==> src/rtl/gregorian_date_arithmetic_defines.svh <==
// ----------------------------------------------------------------------------
// gregorian date arithmetic assertion macros
// concurrent checks that drop out of synthesis builds
// ----------------------------------------------------------------------------
`ifndef GREGORIAN_DATE_ARITHMETIC_DEFINES_SVH
`define GREGORIAN_DATE_ARITHMETIC_DEFINES_SVH

`ifndef SYNTHESIS

// condition holds at every edge out of reset
`define GDA_ASSERT_ALWAYS(lbl, clk, rstn, cond, msg) \
    lbl: assert property (@(posedge clk) disable iff (!(rstn)) (cond)) \
        else $error(msg);

// antecedent implies consequent on the following edge
`define GDA_ASSERT_NEXT(lbl, clk, rstn, ante, cons, msg) \
    lbl: assert property (@(posedge clk) disable iff (!(rstn)) (ante) |=> (cons)) \
        else $error(msg);

// antecedent implies consequent on the same edge
`define GDA_ASSERT_SAME(lbl, clk, rstn, ante, cons, msg) \
    lbl: assert property (@(posedge clk) disable iff (!(rstn)) (ante) |-> (cons)) \
        else $error(msg);

`else

`define GDA_ASSERT_ALWAYS(lbl, clk, rstn, cond, msg)
`define GDA_ASSERT_NEXT(lbl, clk, rstn, ante, cons, msg)
`define GDA_ASSERT_SAME(lbl, clk, rstn, ante, cons, msg)

`endif

`endif

==> src/rtl/gda_pkg.sv <==
// ----------------------------------------------------------------------------
// gda_pkg
// types, codes and calendar helpers shared by the date arithmetic block
// ----------------------------------------------------------------------------
package gda_pkg;

    localparam int MAX_YEAR_DEF = 9999;
    localparam int RESET_YEAR   = 1996;

    localparam logic [13:0] MIN_YEAR_RST = 14'd1;

    // operation codes
    localparam logic [1:0] OP_LOAD    = 2'd0;
    localparam logic [1:0] OP_MOVE    = 2'd1;
    localparam logic [1:0] OP_MEASURE = 2'd2;

    // error codes
    localparam logic [1:0] ERR_OK    = 2'd0;
    localparam logic [1:0] ERR_DATE  = 2'd1;
    localparam logic [1:0] ERR_RANGE = 2'd2;

    // floor(t / 100) = (t * 5243) >> 19 for every 14-bit t
    localparam logic [12:0] RECIP_100 = 13'd5243;
    localparam int          RECIP_SHIFT = 19;

    // elaboration-time day count of years 0 .. y-1
    function automatic int days_before_year_c(input int y);
        return 365 * y + (y + 3) / 4 - (y + 99) / 100 + (y + 399) / 400;
    endfunction

    localparam int RESET_SERIAL = days_before_year_c(RESET_YEAR);
    // bias that makes the reset date land on residue 0 (monday)
    localparam int WEEK_BIAS    = (7 - RESET_SERIAL % 7) % 7;

    typedef enum logic [3:0] {
        S_IDLE,
        S_GIVEN,
        S_GIVEN2,
        S_FINISH,
        S_RANGE,
        S_SRCH_A,
        S_SRCH_B,
        S_YEAR_A,
        S_YEAR_B,
        S_MONTH,
        S_COMMIT,
        S_OUT
    } state_t;

    typedef struct packed {
        logic [1:0]         pad;
        logic signed [22:0] offset;
        logic [4:0]         in_day;
        logic [3:0]         in_month;
        logic [13:0]        in_year;
    } in_item_t;

    typedef struct packed {
        logic [4:0]  pad;
        logic [1:0]  error;
        logic [22:0] day_count;
        logic [2:0]  weekday;
        logic [4:0]  out_day;
        logic [3:0]  out_month;
        logic [13:0] out_year;
    } out_item_t;

    typedef struct packed {
        logic [22:0] dby;
        logic        leap;
    } year_info_t;

    function automatic logic [4:0] month_len(input logic [3:0] m, input logic leap);
        logic [4:0] len;
        if (m inside {4'd4, 4'd6, 4'd9, 4'd11}) begin
            len = 5'd30;
        end else if (m == 4'd2) begin
            len = leap ? 5'd29 : 5'd28;
        end else begin
            len = 5'd31;
        end
        return len;
    endfunction

    // days of the year before the first of month m
    function automatic logic [8:0] days_before_month(input logic [3:0] m, input logic leap);
        logic [8:0] base;
        case (m)
            4'd2:    base = 9'd31;
            4'd3:    base = 9'd59;
            4'd4:    base = 9'd90;
            4'd5:    base = 9'd120;
            4'd6:    base = 9'd151;
            4'd7:    base = 9'd181;
            4'd8:    base = 9'd212;
            4'd9:    base = 9'd243;
            4'd10:   base = 9'd273;
            4'd11:   base = 9'd304;
            4'd12:   base = 9'd334;
            default: base = 9'd0;
        endcase
        if (leap && m > 4'd2) begin
            base = base + 9'd1;
        end
        return base;
    endfunction

    // residue mod 7 by folding 3-bit groups, since 8 is 1 mod 7
    function automatic logic [2:0] mod7(input logic [22:0] u);
        logic [23:0] w;
        logic [5:0]  acc;
        logic [3:0]  f;
        logic [3:0]  g;
        w   = {1'b0, u};
        acc = 6'd0;
        for (int i = 0; i < 8; i++) begin
            acc = acc + 6'(w[3*i +: 3]);
        end
        f = 4'(acc[5:3]) + 4'(acc[2:0]);
        g = 4'(f[3]) + 4'(f[2:0]);
        if (g >= 4'd7) begin
            g = g - 4'd7;
        end
        return g[2:0];
    endfunction

endpackage

==> src/rtl/gregorian_date_arithmetic.sv <==
// ----------------------------------------------------------------------------
// gregorian_date_arithmetic
// current gregorian date with load, move by days and measure to a date
// ----------------------------------------------------------------------------
//  channel   direction  handshake             content
//  s_        in         s_tvalid / s_tready   operation in tuser, given date and offset
//  m_        out        m_tvalid / m_tready   current date, weekday, day count, error
//  cfg_      in         cfg_valid / cfg_ready min_year, always ready
//
//  a load or measure runs the given, given2 and finish steps before the output register
//  loads, an unused code goes straight to it and a move out of range stops after the
//  range check; a move runs the 14-step year search (each step through the shared
//  year unit) and a month walk. s_tready is high only when the sequencer is idle;
//  a result waiting on m_tready holds the sequencer in its last step. reset restores
//  1996-01-01 and min_year 1.
// ----------------------------------------------------------------------------
`include "gregorian_date_arithmetic_defines.svh"

module gregorian_date_arithmetic #(
    parameter int MAX_YEAR = gda_pkg::MAX_YEAR_DEF
) (
    input  logic        aclk,
    input  logic        aresetn,

    input  logic        s_tvalid,
    output logic        s_tready,
    input  logic [47:0] s_tdata,   // in_year, in_month, in_day, offset
    input  logic [1:0]  s_tuser,   // operation

    output logic        m_tvalid,
    input  logic        m_tready,
    output logic [55:0] m_tdata,   // out_year, out_month, out_day, weekday, day_count, error

    input  logic        cfg_valid,
    output logic        cfg_ready,
    input  logic [13:0] cfg_data   // min_year
);

    localparam logic [13:0] MAX_YEAR_W = 14'(MAX_YEAR);
    localparam int          DBY_END    = gda_pkg::days_before_year_c(MAX_YEAR + 1);
    localparam logic [23:0] DBY_END_W  = 24'(DBY_END);

    gda_pkg::state_t    state_reg, state_next;
    gda_pkg::in_item_t  s_item;
    gda_pkg::out_item_t m_tdata_reg, m_tdata_next;
    gda_pkg::year_info_t info;

    logic        m_tvalid_reg, m_tvalid_next;
    logic [13:0] min_year_reg;

    logic [13:0] cur_year_reg, cur_year_next;
    logic [3:0]  cur_month_reg, cur_month_next;
    logic [4:0]  cur_day_reg, cur_day_next;
    logic [22:0] cur_serial_reg, cur_serial_next;

    logic [1:0]  op_reg, op_next;
    logic [13:0] gy_reg, gy_next;
    logic [3:0]  gm_reg, gm_next;
    logic [4:0]  gd_reg, gd_next;
    logic [24:0] s_reg, s_next;
    logic [13:0] y_reg, y_next;
    logic [3:0]  bit_reg, bit_next;
    logic [8:0]  rem_reg, rem_next;
    logic [3:0]  m_reg, m_next;
    logic        leap_reg, leap_next;
    logic        valid_reg, valid_next;
    logic [22:0] serial_g_reg, serial_g_next;
    logic [22:0] count_reg, count_next;
    logic [1:0]  err_reg, err_next;

    logic [13:0] cand;
    logic [13:0] y_arg;
    logic        in_fire;
    logic        out_load;
    logic        month_step;
    logic [4:0]  walk_len;
    logic [23:0] diff;

    logic        commit_step;
    logic        cur_date_ok;
    logic        bad_date_out;
    logic        zero_count;
    logic        err_known;

    assign s_item   = gda_pkg::in_item_t'(s_tdata);
    assign in_fire  = s_tvalid && s_tready;
    assign out_load = !m_tvalid_reg || m_tready;

    always_comb begin
        cand          = y_reg;
        cand[bit_reg] = 1'b1;
    end

    assign walk_len   = gda_pkg::month_len(m_reg, leap_reg);
    assign month_step = (m_reg < 4'd12) && (rem_reg >= 9'(walk_len));
    assign diff       = {1'b0, serial_g_reg} - {1'b0, cur_serial_reg};

    always_comb begin
        case (state_reg)
            gda_pkg::S_SRCH_A: y_arg = cand;
            gda_pkg::S_YEAR_A: y_arg = y_reg;
            default:           y_arg = gy_reg;
        endcase
    end

    gda_year_unit u_year (
        .aclk (aclk),
        .y_in (y_arg),
        .info (info)
    );

    // next state
    always_comb begin
        state_next = state_reg;
        case (state_reg)
            gda_pkg::S_IDLE: begin
                if (in_fire) begin
                    if (s_tuser == gda_pkg::OP_LOAD || s_tuser == gda_pkg::OP_MEASURE) begin
                        state_next = gda_pkg::S_GIVEN;
                    end else if (s_tuser == gda_pkg::OP_MOVE) begin
                        state_next = gda_pkg::S_RANGE;
                    end else begin
                        state_next = gda_pkg::S_OUT;
                    end
                end
            end
            gda_pkg::S_GIVEN:  state_next = gda_pkg::S_GIVEN2;
            gda_pkg::S_GIVEN2: state_next = gda_pkg::S_FINISH;
            gda_pkg::S_FINISH: state_next = gda_pkg::S_OUT;
            gda_pkg::S_RANGE: begin
                if (s_reg[24] || s_reg[23:0] >= DBY_END_W) begin
                    state_next = gda_pkg::S_OUT;
                end else begin
                    state_next = gda_pkg::S_SRCH_A;
                end
            end
            gda_pkg::S_SRCH_A: state_next = gda_pkg::S_SRCH_B;
            gda_pkg::S_SRCH_B: begin
                state_next = (bit_reg == 4'd0) ? gda_pkg::S_YEAR_A : gda_pkg::S_SRCH_A;
            end
            gda_pkg::S_YEAR_A: state_next = gda_pkg::S_YEAR_B;
            gda_pkg::S_YEAR_B: state_next = gda_pkg::S_MONTH;
            gda_pkg::S_MONTH: begin
                if (!month_step) begin
                    state_next = gda_pkg::S_COMMIT;
                end
            end
            gda_pkg::S_COMMIT: state_next = gda_pkg::S_OUT;
            gda_pkg::S_OUT: begin
                if (out_load) begin
                    state_next = gda_pkg::S_IDLE;
                end
            end
            default: state_next = gda_pkg::S_IDLE;
        endcase
    end

    // datapath and outputs
    always_comb begin
        s_tready        = (state_reg == gda_pkg::S_IDLE);
        m_tvalid_next   = m_tvalid_reg && !m_tready;
        m_tdata_next    = m_tdata_reg;
        cur_year_next   = cur_year_reg;
        cur_month_next  = cur_month_reg;
        cur_day_next    = cur_day_reg;
        cur_serial_next = cur_serial_reg;
        op_next         = op_reg;
        gy_next         = gy_reg;
        gm_next         = gm_reg;
        gd_next         = gd_reg;
        s_next          = s_reg;
        y_next          = y_reg;
        bit_next        = bit_reg;
        rem_next        = rem_reg;
        m_next          = m_reg;
        leap_next       = leap_reg;
        valid_next      = valid_reg;
        serial_g_next   = serial_g_reg;
        count_next      = count_reg;
        err_next        = err_reg;

        case (state_reg)
            gda_pkg::S_IDLE: begin
                if (in_fire) begin
                    op_next    = s_tuser;
                    gy_next    = s_item.in_year;
                    gm_next    = s_item.in_month;
                    gd_next    = s_item.in_day;
                    s_next     = {2'b00, cur_serial_reg}
                                 + {{2{s_item.offset[22]}}, s_item.offset};
                    count_next = 23'd0;
                    err_next   = gda_pkg::ERR_OK;
                end
            end
            gda_pkg::S_GIVEN2: begin
                valid_next = (gy_reg >= min_year_reg) && (gy_reg <= MAX_YEAR_W)
                             && (gm_reg >= 4'd1) && (gm_reg <= 4'd12)
                             && (gd_reg >= 5'd1)
                             && (gd_reg <= gda_pkg::month_len(gm_reg, info.leap));
                serial_g_next = info.dby
                                + 23'(gda_pkg::days_before_month(gm_reg, info.leap))
                                + 23'(gd_reg) - 23'd1;
            end
            gda_pkg::S_FINISH: begin
                if (!valid_reg) begin
                    err_next = gda_pkg::ERR_DATE;
                end else if (op_reg == gda_pkg::OP_LOAD) begin
                    cur_year_next   = gy_reg;
                    cur_month_next  = gm_reg;
                    cur_day_next    = gd_reg;
                    cur_serial_next = serial_g_reg;
                end else if (diff[23] != diff[22]) begin
                    // count outside 23 bits saturates
                    err_next   = gda_pkg::ERR_RANGE;
                    count_next = diff[23] ? 23'h400000 : 23'h3FFFFF;
                end else begin
                    count_next = diff[22:0];
                end
            end
            gda_pkg::S_RANGE: begin
                if (s_reg[24] || s_reg[23:0] >= DBY_END_W) begin
                    err_next = gda_pkg::ERR_RANGE;
                end else begin
                    y_next   = 14'd0;
                    bit_next = 4'd13;
                end
            end
            gda_pkg::S_SRCH_B: begin
                // keep the bit when that year starts on or before the target day
                if ({1'b0, info.dby} <= s_reg[23:0]) begin
                    y_next = cand;
                end
                if (bit_reg != 4'd0) begin
                    bit_next = bit_reg - 4'd1;
                end
            end
            gda_pkg::S_YEAR_B: begin
                rem_next  = 9'(s_reg[22:0] - info.dby);
                leap_next = info.leap;
                m_next    = 4'd1;
            end
            gda_pkg::S_MONTH: begin
                if (month_step) begin
                    rem_next = rem_reg - 9'(walk_len);
                    m_next   = m_reg + 4'd1;
                end
            end
            gda_pkg::S_COMMIT: begin
                if (y_reg < min_year_reg) begin
                    err_next = gda_pkg::ERR_RANGE;
                end else begin
                    cur_year_next   = y_reg;
                    cur_month_next  = m_reg;
                    cur_day_next    = 5'(rem_reg + 9'd1);
                    cur_serial_next = s_reg[22:0];
                end
            end
            gda_pkg::S_OUT: begin
                if (out_load) begin
                    m_tvalid_next          = 1'b1;
                    m_tdata_next.pad       = 5'd0;
                    m_tdata_next.error     = err_reg;
                    m_tdata_next.day_count = count_reg;
                    m_tdata_next.weekday   = gda_pkg::mod7(cur_serial_reg
                                             + 23'(gda_pkg::WEEK_BIAS)) + 3'd1;
                    m_tdata_next.out_day   = cur_day_reg;
                    m_tdata_next.out_month = cur_month_reg;
                    m_tdata_next.out_year  = cur_year_reg;
                end
            end
            default: begin
            end
        endcase
    end

    always_ff @(posedge aclk) begin
        if (!aresetn) begin
            state_reg      <= gda_pkg::S_IDLE;
            m_tvalid_reg   <= 1'b0;
            min_year_reg   <= gda_pkg::MIN_YEAR_RST;
            cur_year_reg   <= 14'(gda_pkg::RESET_YEAR);
            cur_month_reg  <= 4'd1;
            cur_day_reg    <= 5'd1;
            cur_serial_reg <= 23'(gda_pkg::RESET_SERIAL);
        end else begin
            state_reg      <= state_next;
            m_tvalid_reg   <= m_tvalid_next;
            cur_year_reg   <= cur_year_next;
            cur_month_reg  <= cur_month_next;
            cur_day_reg    <= cur_day_next;
            cur_serial_reg <= cur_serial_next;
            if (cfg_valid) begin
                min_year_reg <= cfg_data;
            end
        end
    end

    always_ff @(posedge aclk) begin
        m_tdata_reg  <= m_tdata_next;
        op_reg       <= op_next;
        gy_reg       <= gy_next;
        gm_reg       <= gm_next;
        gd_reg       <= gd_next;
        s_reg        <= s_next;
        y_reg        <= y_next;
        bit_reg      <= bit_next;
        rem_reg      <= rem_next;
        m_reg        <= m_next;
        leap_reg     <= leap_next;
        valid_reg    <= valid_next;
        serial_g_reg <= serial_g_next;
        count_reg    <= count_next;
        err_reg      <= err_next;
    end

    assign m_tvalid  = m_tvalid_reg;
    assign m_tdata   = m_tdata_reg;
    assign cfg_ready = 1'b1;

    assign commit_step  = (state_reg == gda_pkg::S_FINISH) || (state_reg == gda_pkg::S_COMMIT);
    assign cur_date_ok  = (cur_month_reg >= 4'd1) && (cur_month_reg <= 4'd12)
                          && (cur_day_reg != 5'd0) && (cur_year_reg <= MAX_YEAR_W);
    assign bad_date_out = m_tvalid_reg && (m_tdata_reg.error == gda_pkg::ERR_DATE);
    assign zero_count   = (m_tdata_reg.day_count == 23'd0);
    assign err_known    = !m_tvalid_reg || (m_tdata_reg.error inside
                          {gda_pkg::ERR_OK, gda_pkg::ERR_DATE, gda_pkg::ERR_RANGE});

    // the held date only ever changes in the two commit steps
    `GDA_ASSERT_NEXT(a_commit_only, aclk, aresetn, !commit_step, $stable(cur_serial_reg), "date moved")
    `GDA_ASSERT_ALWAYS(a_cur_date_sane, aclk, aresetn, cur_date_ok, "current date out of range")
    `GDA_ASSERT_SAME(a_date_err_cnt, aclk, aresetn, bad_date_out, zero_count, "count on bad date")
    `GDA_ASSERT_ALWAYS(a_err_code, aclk, aresetn, err_known, "unused error code")

endmodule

==> src/rtl/gda_year_unit.sv <==
// ----------------------------------------------------------------------------
// gda_year_unit
// shared year unit: days before a year and its leap flag, one register stage
// ----------------------------------------------------------------------------
module gda_year_unit (
    input  logic                 aclk,
    input  logic [13:0]          y_in,
    output gda_pkg::year_info_t  info
);

    logic [13:0] y_s1_reg;
    logic [13:0] t_s1_reg;
    logic [7:0]  q_s1_reg;
    logic        zero_s1_reg;

    logic [13:0] t_in;
    logic [26:0] prod;

    logic [13:0] r100;
    logic [22:0] y365;

    // t = y - 1, so that every rounded-up quotient becomes floor(t/k) + 1
    assign t_in = y_in - 14'd1;
    assign prod = 27'(t_in) * 27'(gda_pkg::RECIP_100);

    always_ff @(posedge aclk) begin
        y_s1_reg    <= y_in;
        t_s1_reg    <= t_in;
        q_s1_reg    <= prod[gda_pkg::RECIP_SHIFT +: 8];
        zero_s1_reg <= (y_in == 14'd0);
    end

    assign r100 = t_s1_reg - (14'(q_s1_reg) * 14'd100);
    assign y365 = 23'(y_s1_reg) * 23'd365;

    always_comb begin
        if (zero_s1_reg) begin
            info.dby  = 23'd0;
            info.leap = 1'b1;
        end else begin
            info.dby  = y365 + 23'(t_s1_reg[13:2]) + 23'(q_s1_reg[7:2]) + 23'd1
                        - 23'(q_s1_reg);
            // year % 100 == 0 exactly when t % 100 == 99; then % 400 needs q % 4 == 3
            info.leap = (y_s1_reg[1:0] == 2'd0)
                        && ((r100 != 14'd99) || (q_s1_reg[1:0] == 2'd3));
        end
    end

endmodule

==> config.mk <==
export PLATFORM = sky130hd
export DESIGN_NAME = gregorian_date_arithmetic
export DESIGN_NICKNAME = d
export VERILOG_FILES = /design/src/rtl/gda_pkg.sv /design/src/rtl/gregorian_date_arithmetic.sv /design/src/rtl/gda_year_unit.sv
export VERILOG_INCLUDE_DIRS = /design/src /design/src/rtl
export SDC_FILE = /design/constraint.sdc
export NUM_CORES = 1
export LEC_CHECK = 0
export ABC_CLOCK_PERIOD_IN_PS = 20800
export BUFFER_PORTS_ARGS = -buffer_cell sky130_fd_sc_hd__clkbuf_2
export CORE_MARGIN = 2
export CORE_UTILIZATION = 35
export CTS_CLUSTER_SIZE = 16
export DETAILED_ROUTE_END_ITERATION = 12
export GPL_TIMING_DRIVEN = 1
export PLACE_DENSITY = 0.55
export SYNTH_ARGS = -nofsm -noshare
export SYNTH_HDL_FRONTEND = slang
export SYNTH_HIERARCHICAL = 1
export SYNTH_SLANG_ARGS = --single-unit
==> constraint.sdc <==
create_clock -name aclk -period 20.8 [get_ports aclk]
set_clock_uncertainty 0.1 [all_clocks]
set_input_delay 0 -clock aclk [delete_from_list [all_inputs] [get_ports aclk]]
set_output_delay 0 -clock aclk [all_outputs]
set_load 0.02 [all_outputs]
== Yosys cells after proc, flatten, opt, wreduce, memory -nomap -nowiden ==
Memory sizes are Yosys's and may differ from the RTL's. A register that Yosys moved wholly into a read port is not among the register bits.
Cells that the tools add are included.

* Bitwise logic cells: 1
* Magnitude comparators: 15
* Add/subtract/negate cells: 29
* Reductions and logical operators: 41
* Multipliers: 3
* Eq/ne operators: 41
* Multiplexer cells: 67

{| class="wikitable"
|+ Operator list
! kind !! count
|-
| $mux W23 || 8
|-
| $pmux W23 S2 || 2
|-
| $pmux W14 S2 || 3
|-
| $mux W14 || 5
|-
| $mux W4 || 13
|-
| $pmux W4 S11 || 1
|-
| $mux W9 || 4
|-
| $eq A4 B3 Y1 const B || 8
|-
| $eq A4 B4 Y1 const B || 8
|-
| $mul A14 B13 Y27 const B || 1
|-
| $add A24 B23 Y25 || 1
|-
| $ge A24 B22 Y1 const B || 1
|-
| $le A23 B24 Y1 || 1
|-
| $mux W24 || 1
|-
| $ne A2 B2 Y1 const B || 12
|-
| $pmux W4 S2 || 3
|-
| $sub A23 B23 Y24 || 1
|-
| $add A23 B1 Y23 const B || 1
|-
| $add A23 B12 Y23 || 1
|-
| $add A23 B3 Y23 const B || 1
|-
| $add A23 B5 Y23 || 1
|-
| $add A23 B6 Y23 || 1
|-
| $add A23 B9 Y23 || 1
|-
| $mul A14 B9 Y23 const B || 1
|-
| other kinds (61) || 117
|}

* Bits of input ports: 69
* Register bits: 284
* Logic and storage cells: 229
* Memories: 1
* Bits in read-only memories: 144

{| class="wikitable"
|+ Memories
! name !! depth !! bits a word !! read ports !! clocked after memory_dff !! write ports !! line !! text
|-
| (name not given) || 16 || 9 || 1 || 1 || 0 || gda_pkg.sv:88 || <nowiki>case (m)</nowiki>
|}

== Longest topological paths before layout ==
Gate-level depths: netlist of the first run.

* Word-level depth: 15
* Mapped depth: 36
* Gate-level depth less buffers: 36

== By module ==
Netlist of the first run, hierarchy kept.

{| class="wikitable"
|+ Modules (own cells, without submodules)
! module !! sequential area each (µm²) !! area an instance (µm²) !! times used !! cells an instance
|-
| gregorian_date_arithmetic || 6946.7 || 17241.5 || 1 || 1736
|-
| gda_year_unit || 740.7 || 9196.3 || 1 || 959
|}

== Least setup slack after synthesis of the first run ==
OpenSTA, ideal clock, no wires.

* Path kind: register -> register
* Start: register u_year.q_s1_reg[3]
* End: register serial_g_reg[22] (data pin)
* Cell stages (with the launch flop): 34
* Arrival: 7.001 ns
* Path slack: 13.440 ns
* Path buffers: 0
* Cell sequence: dfxtp_1 -> ha_1 -> ha_1 -> inv_1 -> fa_1 -> inv_1 -> ha_1 -> a21oi_1 -> xor2_1 -> ha_1 -> and2_1 -> or2_2 -> a221o_1 -> a221oi_2 -> xnor2_1 -> a41oi_1 -> inv_1 -> nor2_1 -> and3_1 -> nand4_1 -> xor2_1 -> ha_1 -> inv_1 -> ha_1 -> ha_1 -> a21oi_1 -> o21a_1 -> inv_1 -> a221oi_1 -> a22oi_1 -> a31o_2 -> a211oi_2 -> a21oi_1 -> xnor2_1

{| class="wikitable"
|+ RTL lines
! item !! line !! text
|-
| start, declared || gda_year_unit.sv:13 || <nowiki>logic [7:0] q_s1_reg;</nowiki>
|-
| start signal, assigned || gda_year_unit.sv:29 || <nowiki>q_s1_reg <= prod[gda_pkg::RECIP_SHIFT +: 8];</nowiki>
|-
| end signal, assigned || gregorian_date_arithmetic.sv:311 || <nowiki>serial_g_reg <= serial_g_next;</nowiki>
|-
| end, declared || gregorian_date_arithmetic.sv:67 || <nowiki>logic [22:0] serial_g_reg, serial_g_next;</nowiki>
|}

== Worst setup path after layout of the first run ==
* Start: register state_reg[0]
* End: register u_year.q_s1_reg[7]

* Word-level cells in the longest chain between the ends: 4

{| class="wikitable"
|+ Ends and longest elaborated chain
! item !! line !! text
|-
| start, declared || gregorian_date_arithmetic.sv:43 || <nowiki>gda_pkg::state_t state_reg, state_next;</nowiki>
|-
| start signal, assigned || gregorian_date_arithmetic.sv:278 || <nowiki>state_reg <= gda_pkg::S_IDLE;</nowiki>
|-
| start signal, assigned || gregorian_date_arithmetic.sv:286 || <nowiki>state_reg <= state_next;</nowiki>
|-
| $eq A4 B3 Y1 || gregorian_date_arithmetic.sv:99 || <nowiki>case (state_reg)</nowiki>
|-
| $pmux W14 S2 * || gregorian_date_arithmetic.sv:99 ||
|-
| net y_arg[0] || gregorian_date_arithmetic.sv:72 || <nowiki>logic [13:0] y_arg;</nowiki>
|-
| $sub A14 B1 Y14 * || gda_year_unit.sv:23 || <nowiki>assign t_in = y_in - 14'd1;</nowiki>
|-
| net u_year.t_in[10] || gda_year_unit.sv:16 || <nowiki>logic [13:0] t_in;</nowiki>
|-
| $mul A14 B13 Y27 * || gda_year_unit.sv:24 || <nowiki>assign prod = 27'(t_in) * 27'(gda_pkg::RECIP_100);</nowiki>
|-
| net u_year.prod[26] || gda_year_unit.sv:17 || <nowiki>logic [26:0] prod;</nowiki>
|}

Mark *: on every way through the listed nets, which the timed path passes. The rest lies on a longest branch.
A chain may end at the register's enable or synchronous reset.

==> impl_metrics.json, run 1 <==
{
  "drv_slew": 0,
  "clock_latency_ns": 0.56,
  "drv_cap": 0,
  "outcome": "finished clean",
  "max_slew_margin": 0.164,
  "utilization": 0.404,
  "cts_inserted_buffers": 34,
  "reg2regPathDepth": 26,
  "r2r_start": "state_reg[0]$_SDFFE_PN0P_",
  "final_nets": 3531,
  "grt_start_max_net_pins": 75,
  "hpwl_um": 53400,
  "coreArea_sq_mm": 0.0746,
  "overflow": 0,
  "fin_crit_sh": 0.424,
  "synth_most_common_cell": "inv_1",
  "tightest_slew_ns": 1.24,
  "reg2reg_setup_slack_ns": 11.97,
  "cp_slowest_cell": "xor2_1",
  "hold_class": "in2reg",
  "path_class": "reg2reg",
  "ys_seq_area_frac": 0.291,
  "drc_errors": 0,
  "timing.rr.end": "u_year/q_s1_reg[7]$_DFF_P_",
  "synth-edff-count": 182,
  "start_util": 0.355,
  "dpl-instance-area_sq_mm": 0.0281,
  "hold_violations": 0,
  "cts_resized": 0,
  "htree_levels": 2,
  "cp-start-kind": "flip-flop",
  "synth-main-ff-cell": "edfxtp_1",
  "place.gp.congestion": 0.874,
  "synth_area_leaders": "edfxtp_1, ha_1, fa_1, dfxtp_1, inv_1",
  "track_usage": 0.169,
  "cp_common_cell": "inv_1",
  "netlist_instances": 2695,
  "synthTopCellsByCount": "inv_1, ha_1, edfxtp_1",
  "drt-wirelength-per-cell_um": 17.0,
  "cts.sinks": 293,
  "cts.path.max_buffers": 3,
  "io_buffers": 119,
  "synth_top_area_cell": "edfxtp_1",
  "grt_pass1_wl_um": 106000,
  "fmax_ghz": 0.113,
  "die_w_um": 279,
  "design_area_sq_mm": 0.0301,
  "synth_cell_type_count": 83,
  "clockRootBuffer": "clkbuf_16",
  "avgSynthCellArea_sq_um": 9.81,
  "grt_antenna_before_repair": 1,
  "critPathMaxFanout": 28,
  "yosys_warnings": 6,
  "cts_setup_buffers": 0,
  "largest_reg_flops": 51,
  "post_drt_via_cell_ratio": 5.07,
  "chipHeight_um": 279,
  "worst_ep_required_time_ns": 21.14,
  "tns_ns": 0,
  "slowest_delay_ns": 0.61,
  "endpoint": "u_year/q_s1_reg[7]$_DFF_P_",
  "grt_pass1_vias": 20200,
  "syn_area_sq_mm": 0.0264,
  "timing.critical_path.from": "state_reg[0]$_SDFFE_PN0P_",
  "ys_async_sr_fraction": 0,
  "synth-seq-cells": 293,
  "routed_wl_um": 65800,
  "cts_tree": "built",
  "end_kind": "flip-flop",
  "worstPathArrival_ns": 9.17,
  "postCtsHoldBufs": 83,
  "layout-drive-gt1-share": 0.0804,
  "setup_viol": 0,
  "num_vias": 19700,
  "area_growth_pct": 13.9,
  "yosysTopAreaCellShare": 0.207,
  "rsz0062_at_grt": "no",
  "ios": 128,
  "clkTransAtPathRegs_ns": 0.07,
  "timing.final.crit_period_ns": 8.83,
  "drtPass1Iterations": 5,
  "antenna_left": 0,
  "dieArea_sq_mm": 0.0778,
  "rows": 100,
  "drtIter0Drc": 993
}
through the flow:
| step | instances | worst slack [ns] | hold slack (ns) |
|---|---|---|---|
| after detailed placement | 3736 | 11.98 | 0.0786 |
| after global routing | 3882 | 11.30 | 0.0485 |
| after global placement | 3736 | 12.05 | 0.0786 |
| after CTS | 3881 | 11.94 | 0.0289 |
| final | 3882 | 11.97 | 0.0638 |
| after floorplan | 2699 | 13.44 | -0.00113 |
logic make-up after synthesis:
group | Yosys count | share of synthesized area
adder cells (fa/ha/maj) | 576 | 0.320
AO/OA/AOI/OAI | 565 | 0.144
AND/OR/NAND/NOR | 530 | 0.0968
buffers and inverters | 516 | 0.0760
flip-flops | 293 | 0.291
XOR/XNOR | 171 | 0.0566
multiplexers | 42 | 0.0160
other | 2 | 0.000284
per-layer routing:
layer  track usage  routed length [um]  vias to the layer above
met5             0                   0                        -
met4        0.0471                1690                        0
met3        0.0193                2550                       81
met2         0.299               32200                      372
met1         0.217               29400                     9545
li1              -                   -                     9665
worst min path at each step:
stage	from	end	slack (ns)	cells past startpoint
floorplan	s_tdata[18]	gd_reg[0]$_DFFE_PP_	-0.001	0
global placement	s_tdata[11]	gy_reg[11]$_DFFE_PP_	0.08	1
detailed placement	s_tdata[11]	gy_reg[11]$_DFFE_PP_	0.08	1
CTS	s_tdata[5]	gy_reg[5]$_DFFE_PP_	0.03	2
global route	s_tdata[2]	gy_reg[2]$_DFFE_PP_	0.05	2
finish	s_tdata[9]	gy_reg[9]$_DFFE_PP_	0.06	2
area by class of cell:
type,instances,area (sq um)
timing repair buffer,220,1560
tap,969,1210
clock inverter,21,206
antenna,1,2.50
clock buffer,41,982
sequential,293,7690
inverter,447,1680
multi-input combinational,1890,16800
fill,7247,44500
worst max-delay path, delay by kind of cell, from the launching register on:
| family | cells | cell delay, ns |
|---|---|---|
| xor gates and xnor gates | 2 | 0.74 |
| buffers and inverters | 5 | 0.91 |
| and+or+nand+nor | 6 | 1.47 |
| adders and majority gates | 7 | 3.11 |
| DFF | 1 | 0.57 |
| AOI/OAI and AO/OA | 6 | 1.78 |
cell usage in the layout, fill, tap and decap left out, types with 7 or more instances in the layout:
| cell type | instances |
|---|---|
| nor2b_1 | 34 |
| a21oi_1 | 140 |
| a221oi_1 | 18 |
| nor3_1 | 47 |
| o211ai_1 | 16 |
| nor2_1 | 151 |
| nand3_1 | 47 |
| o221ai_1 | 20 |
| o21ai_0 | 113 |
| nand2b_1 | 29 |
| clkbuf_16 | 38 |
| and2_1 | 11 |
| o21a_1 | 25 |
| a211oi_1 | 16 |
| xor2_1 | 60 |
| buf_4 | 18 |
| inv_1 | 446 |
| o311a_1 | 22 |
| o31ai_1 | 7 |
| o21bai_1 | 14 |
| dfxtp_1 | 111 |
| mux2i_1 | 39 |
| and3_1 | 16 |
| o21ai_1 | 13 |
| o22ai_2 | 7 |
| a31oi_1 | 19 |
| fa_1 | 166 |
| edfxtp_1 | 182 |
| a21o_1 | 78 |
| or3_1 | 17 |
| dlygate4sd3_1 | 83 |
| ha_1 | 410 |
| o22ai_1 | 11 |
| xnor2_1 | 111 |
| nand2_1 | 126 |
| clkbuf_2 | 119 |
| nand4_1 | 16 |
Power of run 1 is left out: the tool's default activity adds up to more than one toggle a clock period on the data nets, which glitch-free logic cannot reach.
==> run 2: changes to the inputs <==
--- a/config.mk
+++ b/config.mk
@@ -6,14 +6,15 @@
 export SDC_FILE = /design/constraint.sdc
 export NUM_CORES = 1
 export LEC_CHECK = 0
-export ABC_CLOCK_PERIOD_IN_PS = 20800
+export ABC_AREA = 1
+export ABC_CLOCK_PERIOD_IN_PS = 7400
 export BUFFER_PORTS_ARGS = -buffer_cell sky130_fd_sc_hd__clkbuf_2
 export CORE_MARGIN = 2
 export CORE_UTILIZATION = 35
 export CTS_CLUSTER_SIZE = 16
 export DETAILED_ROUTE_END_ITERATION = 12
 export GPL_TIMING_DRIVEN = 1
-export PLACE_DENSITY = 0.55
+export PLACE_DENSITY = 0.57
 export SYNTH_ARGS = -nofsm -noshare
 export SYNTH_HDL_FRONTEND = slang
 export SYNTH_HIERARCHICAL = 1
==> constraint.sdc (replaced) <==
create_clock -name aclk -period 7.4 [get_ports aclk]
set_clock_uncertainty 0.1 [all_clocks]
set_input_delay 0 -clock aclk [delete_from_list [all_inputs] [get_ports aclk]]
set_output_delay 0 -clock aclk [all_outputs]
set_load 0.02 [all_outputs]
==> impl_metrics.json, run 2 <==
{
  "final.setup.worst_slack_ns": 0.406,
  "drc_errors": 0,
  "drtIter0Drc": 1140,
  "num_vias": 23200,
  "tns_ns": 0,
  "drtPass1Iterations": 5,
  "critPathMaxFanout": 4,
  "multi_input_comb_area_sq_mm": 0.0178,
  "regArea_sq_mm": 0.00769,
  "place.gp.congestion": 0.987,
  "synth_top_family_by_area": "adder cells",
  "grt_pass1_wl_um": 123000,
  "worst_ep_required_time_ns": 7.61,
  "antenna_left": 0,
  "drv_slew": 0,
  "htree_levels": 2,
  "final_nets": 4364,
  "start_util": 0.352,
  "synth-main-ff-cell": "edfxtp_1",
  "rows": 104,
  "rsz0062_at_grt": "no",
  "area_growth_pct": 14.2,
  "dpl-instance-area_sq_mm": 0.0302,
  "design_area_sq_mm": 0.0323,
  "synth_adder_area_share": 0.299,
  "clkTransAtPathRegs_ns": 0.06,
  "overflow": 0,
  "cts_setup_buffers": 0,
  "fin_crit_sh": 0.945,
  "tightest_slew_ns": 1.04,
  "netlist_instances": 3496,
  "avgSynthCellArea_sq_um": 8.09,
  "cp-start-kind": "flip-flop",
  "synth-simple-area-share": 0.185,
  "die_w_um": 288,
  "synth_area_leaders": "edfxtp_1, ha_1, fa_1, inv_1, nand2_1",
  "ys_async_sr_fraction": 0,
  "grt_antenna_before_repair": 2,
  "synth_most_common_cell": "inv_1",
  "cp_slowest_cell": "fa_1",
  "clockRootBuffer": "clkbuf_16",
  "layout-drive-gt1-share": 0.0752,
  "post_drt_via_cell_ratio": 4.83,
  "slowest_delay_ns": 0.54,
  "cts_inserted_buffers": 39,
  "clock_latency_ns": 0.57,
  "synth-seq-cells": 293,
  "chipHeight_um": 288,
  "muxShareOfSynthArea": 0.00111,
  "synth_top_area_cell": "edfxtp_1",
  "layout_commonest_cell": "inv_1",
  "utilization": 0.402,
  "grt_pass1_vias": 22600,
  "end_kind": "flip-flop",
  "hpwl_um": 65300,
  "fillers": 8200,
  "synthTopCellsByCount": "inv_1, nand2_1, ha_1",
  "cp_common_cell": "ha_1",
  "drt-wirelength-per-cell_um": 16.2,
  "synth_compound_area_frac": 0.0990,
  "hold_violations": 0,
  "yosys_warnings": 6,
  "cts_tree": "built",
  "synth_cell_type_count": 61,
  "setup_viol": 0,
  "track_usage": 0.187,
  "cpLargestDelayFamily": "adder cells",
  "yosysTopAreaCellShare": 0.193,
  "worstPathArrival_ns": 7.20,
  "outcome": "finished clean",
  "synth_xor_area_frac": 0.0430,
  "drv_cap": 0,
  "hold_class": "in2reg",
  "cts.sinks": 293,
  "largest_reg_flops": 51,
  "routed_wl_um": 77900,
  "ys_seq_area_frac": 0.272,
  "dp_slack_ns": 0.300,
  "final_cell_mix": "inv_1, nand2_1, ha_1",
  "max_slew_margin": 0.309,
  "dieArea_sq_mm": 0.0831,
  "ios": 128,
  "coreArea_sq_mm": 0.0803,
  "grt_start_max_net_pins": 65,
  "path_class": "reg2reg",
  "crit_buf_inv": 3,
  "fmax_ghz": 0.143,
  "synth-edff-count": 182,
  "io_buffers": 119,
  "timing.final.crit_period_ns": 6.99,
  "syn_area_sq_mm": 0.0283,
  "num_antenna_cells": 0,
  "cts.path.max_buffers": 3
}
-- run 2: changes by cell type after synthesis, sizes merged, moves of 61 or more --
cell,before,now
a21o,78,14
a21oi,143,209
inv,447,692
nand2,127,688
nand3,48,147
nor2,154,283
o21ai,126,191
xnor2,111,50
-- run 2: kinds of logic (layout without fill, tap and decap cells) --
group,count (synthesis),after routing
simple gates,1239,1239
buf+inv,739,988
fa+ha+maj,576,576
compound gates,506,506
flops,293,293
xor+xnor,138,138
mux,3,3
other cells,2,6
-- run 2: routing by layer --
layer | up-vias | track usage | wire length (um)
met5 | - | 0 | 24
met4 | 4 | 0.0465 | 1750
met2 | 502 | 0.325 | 37600
li1 | 11800 | - | -
met1 | 10800 | 0.250 | 35300
met3 | 93 | 0.0182 | 3220
-- run 2: final timing paths --
path                                  startpoint               endpoint  slack [ns]  cells after the start
setup reg to reg  cur_serial_reg[0]$_SDFFE_PN0P_  m_tdata[25]$_DFFE_PP_        0.41                     30
setup / recovery  cur_serial_reg[0]$_SDFFE_PN0P_  m_tdata[25]$_DFFE_PP_        0.41                     30
hold / removal                        s_tdata[4]    gy_reg[4]$_DFFE_PP_        0.04                      2
hold reg to reg      count_reg[19]$_SDFFCE_PN0P_  m_tdata[45]$_DFFE_PP_        0.29                      0
-- run 2: final cells by class --
type | instances | share of cell area
inverter | 692 | 0.0806
clock buffer | 45 | 0.0316
multi-input combinational | 2468 | 0.552
tap | 1060 | 0.0411
clock inverter | 26 | 0.00856
timing repair buffer | 225 | 0.0486
sequential | 293 | 0.238
-- run 2: what timing repair did --
item	CTS	global route
gates resized for setup	0	18
endpoints found under the setup margin	0	22
endpoints found under the hold margin	122	0
hold buffers	71	0
-- run 2: metrics by stage --
stage / cells / hold WS (ns)
floorplan: 3500 / -0.00113
global placement: 4667 / 0.0793
detailed placement: 4667 / 0.0796
CTS: 4809 / 0.0162
global route: 4809 / 0.0294
finish: 4809 / 0.0417
Power of run 2 is left out for the same reason.
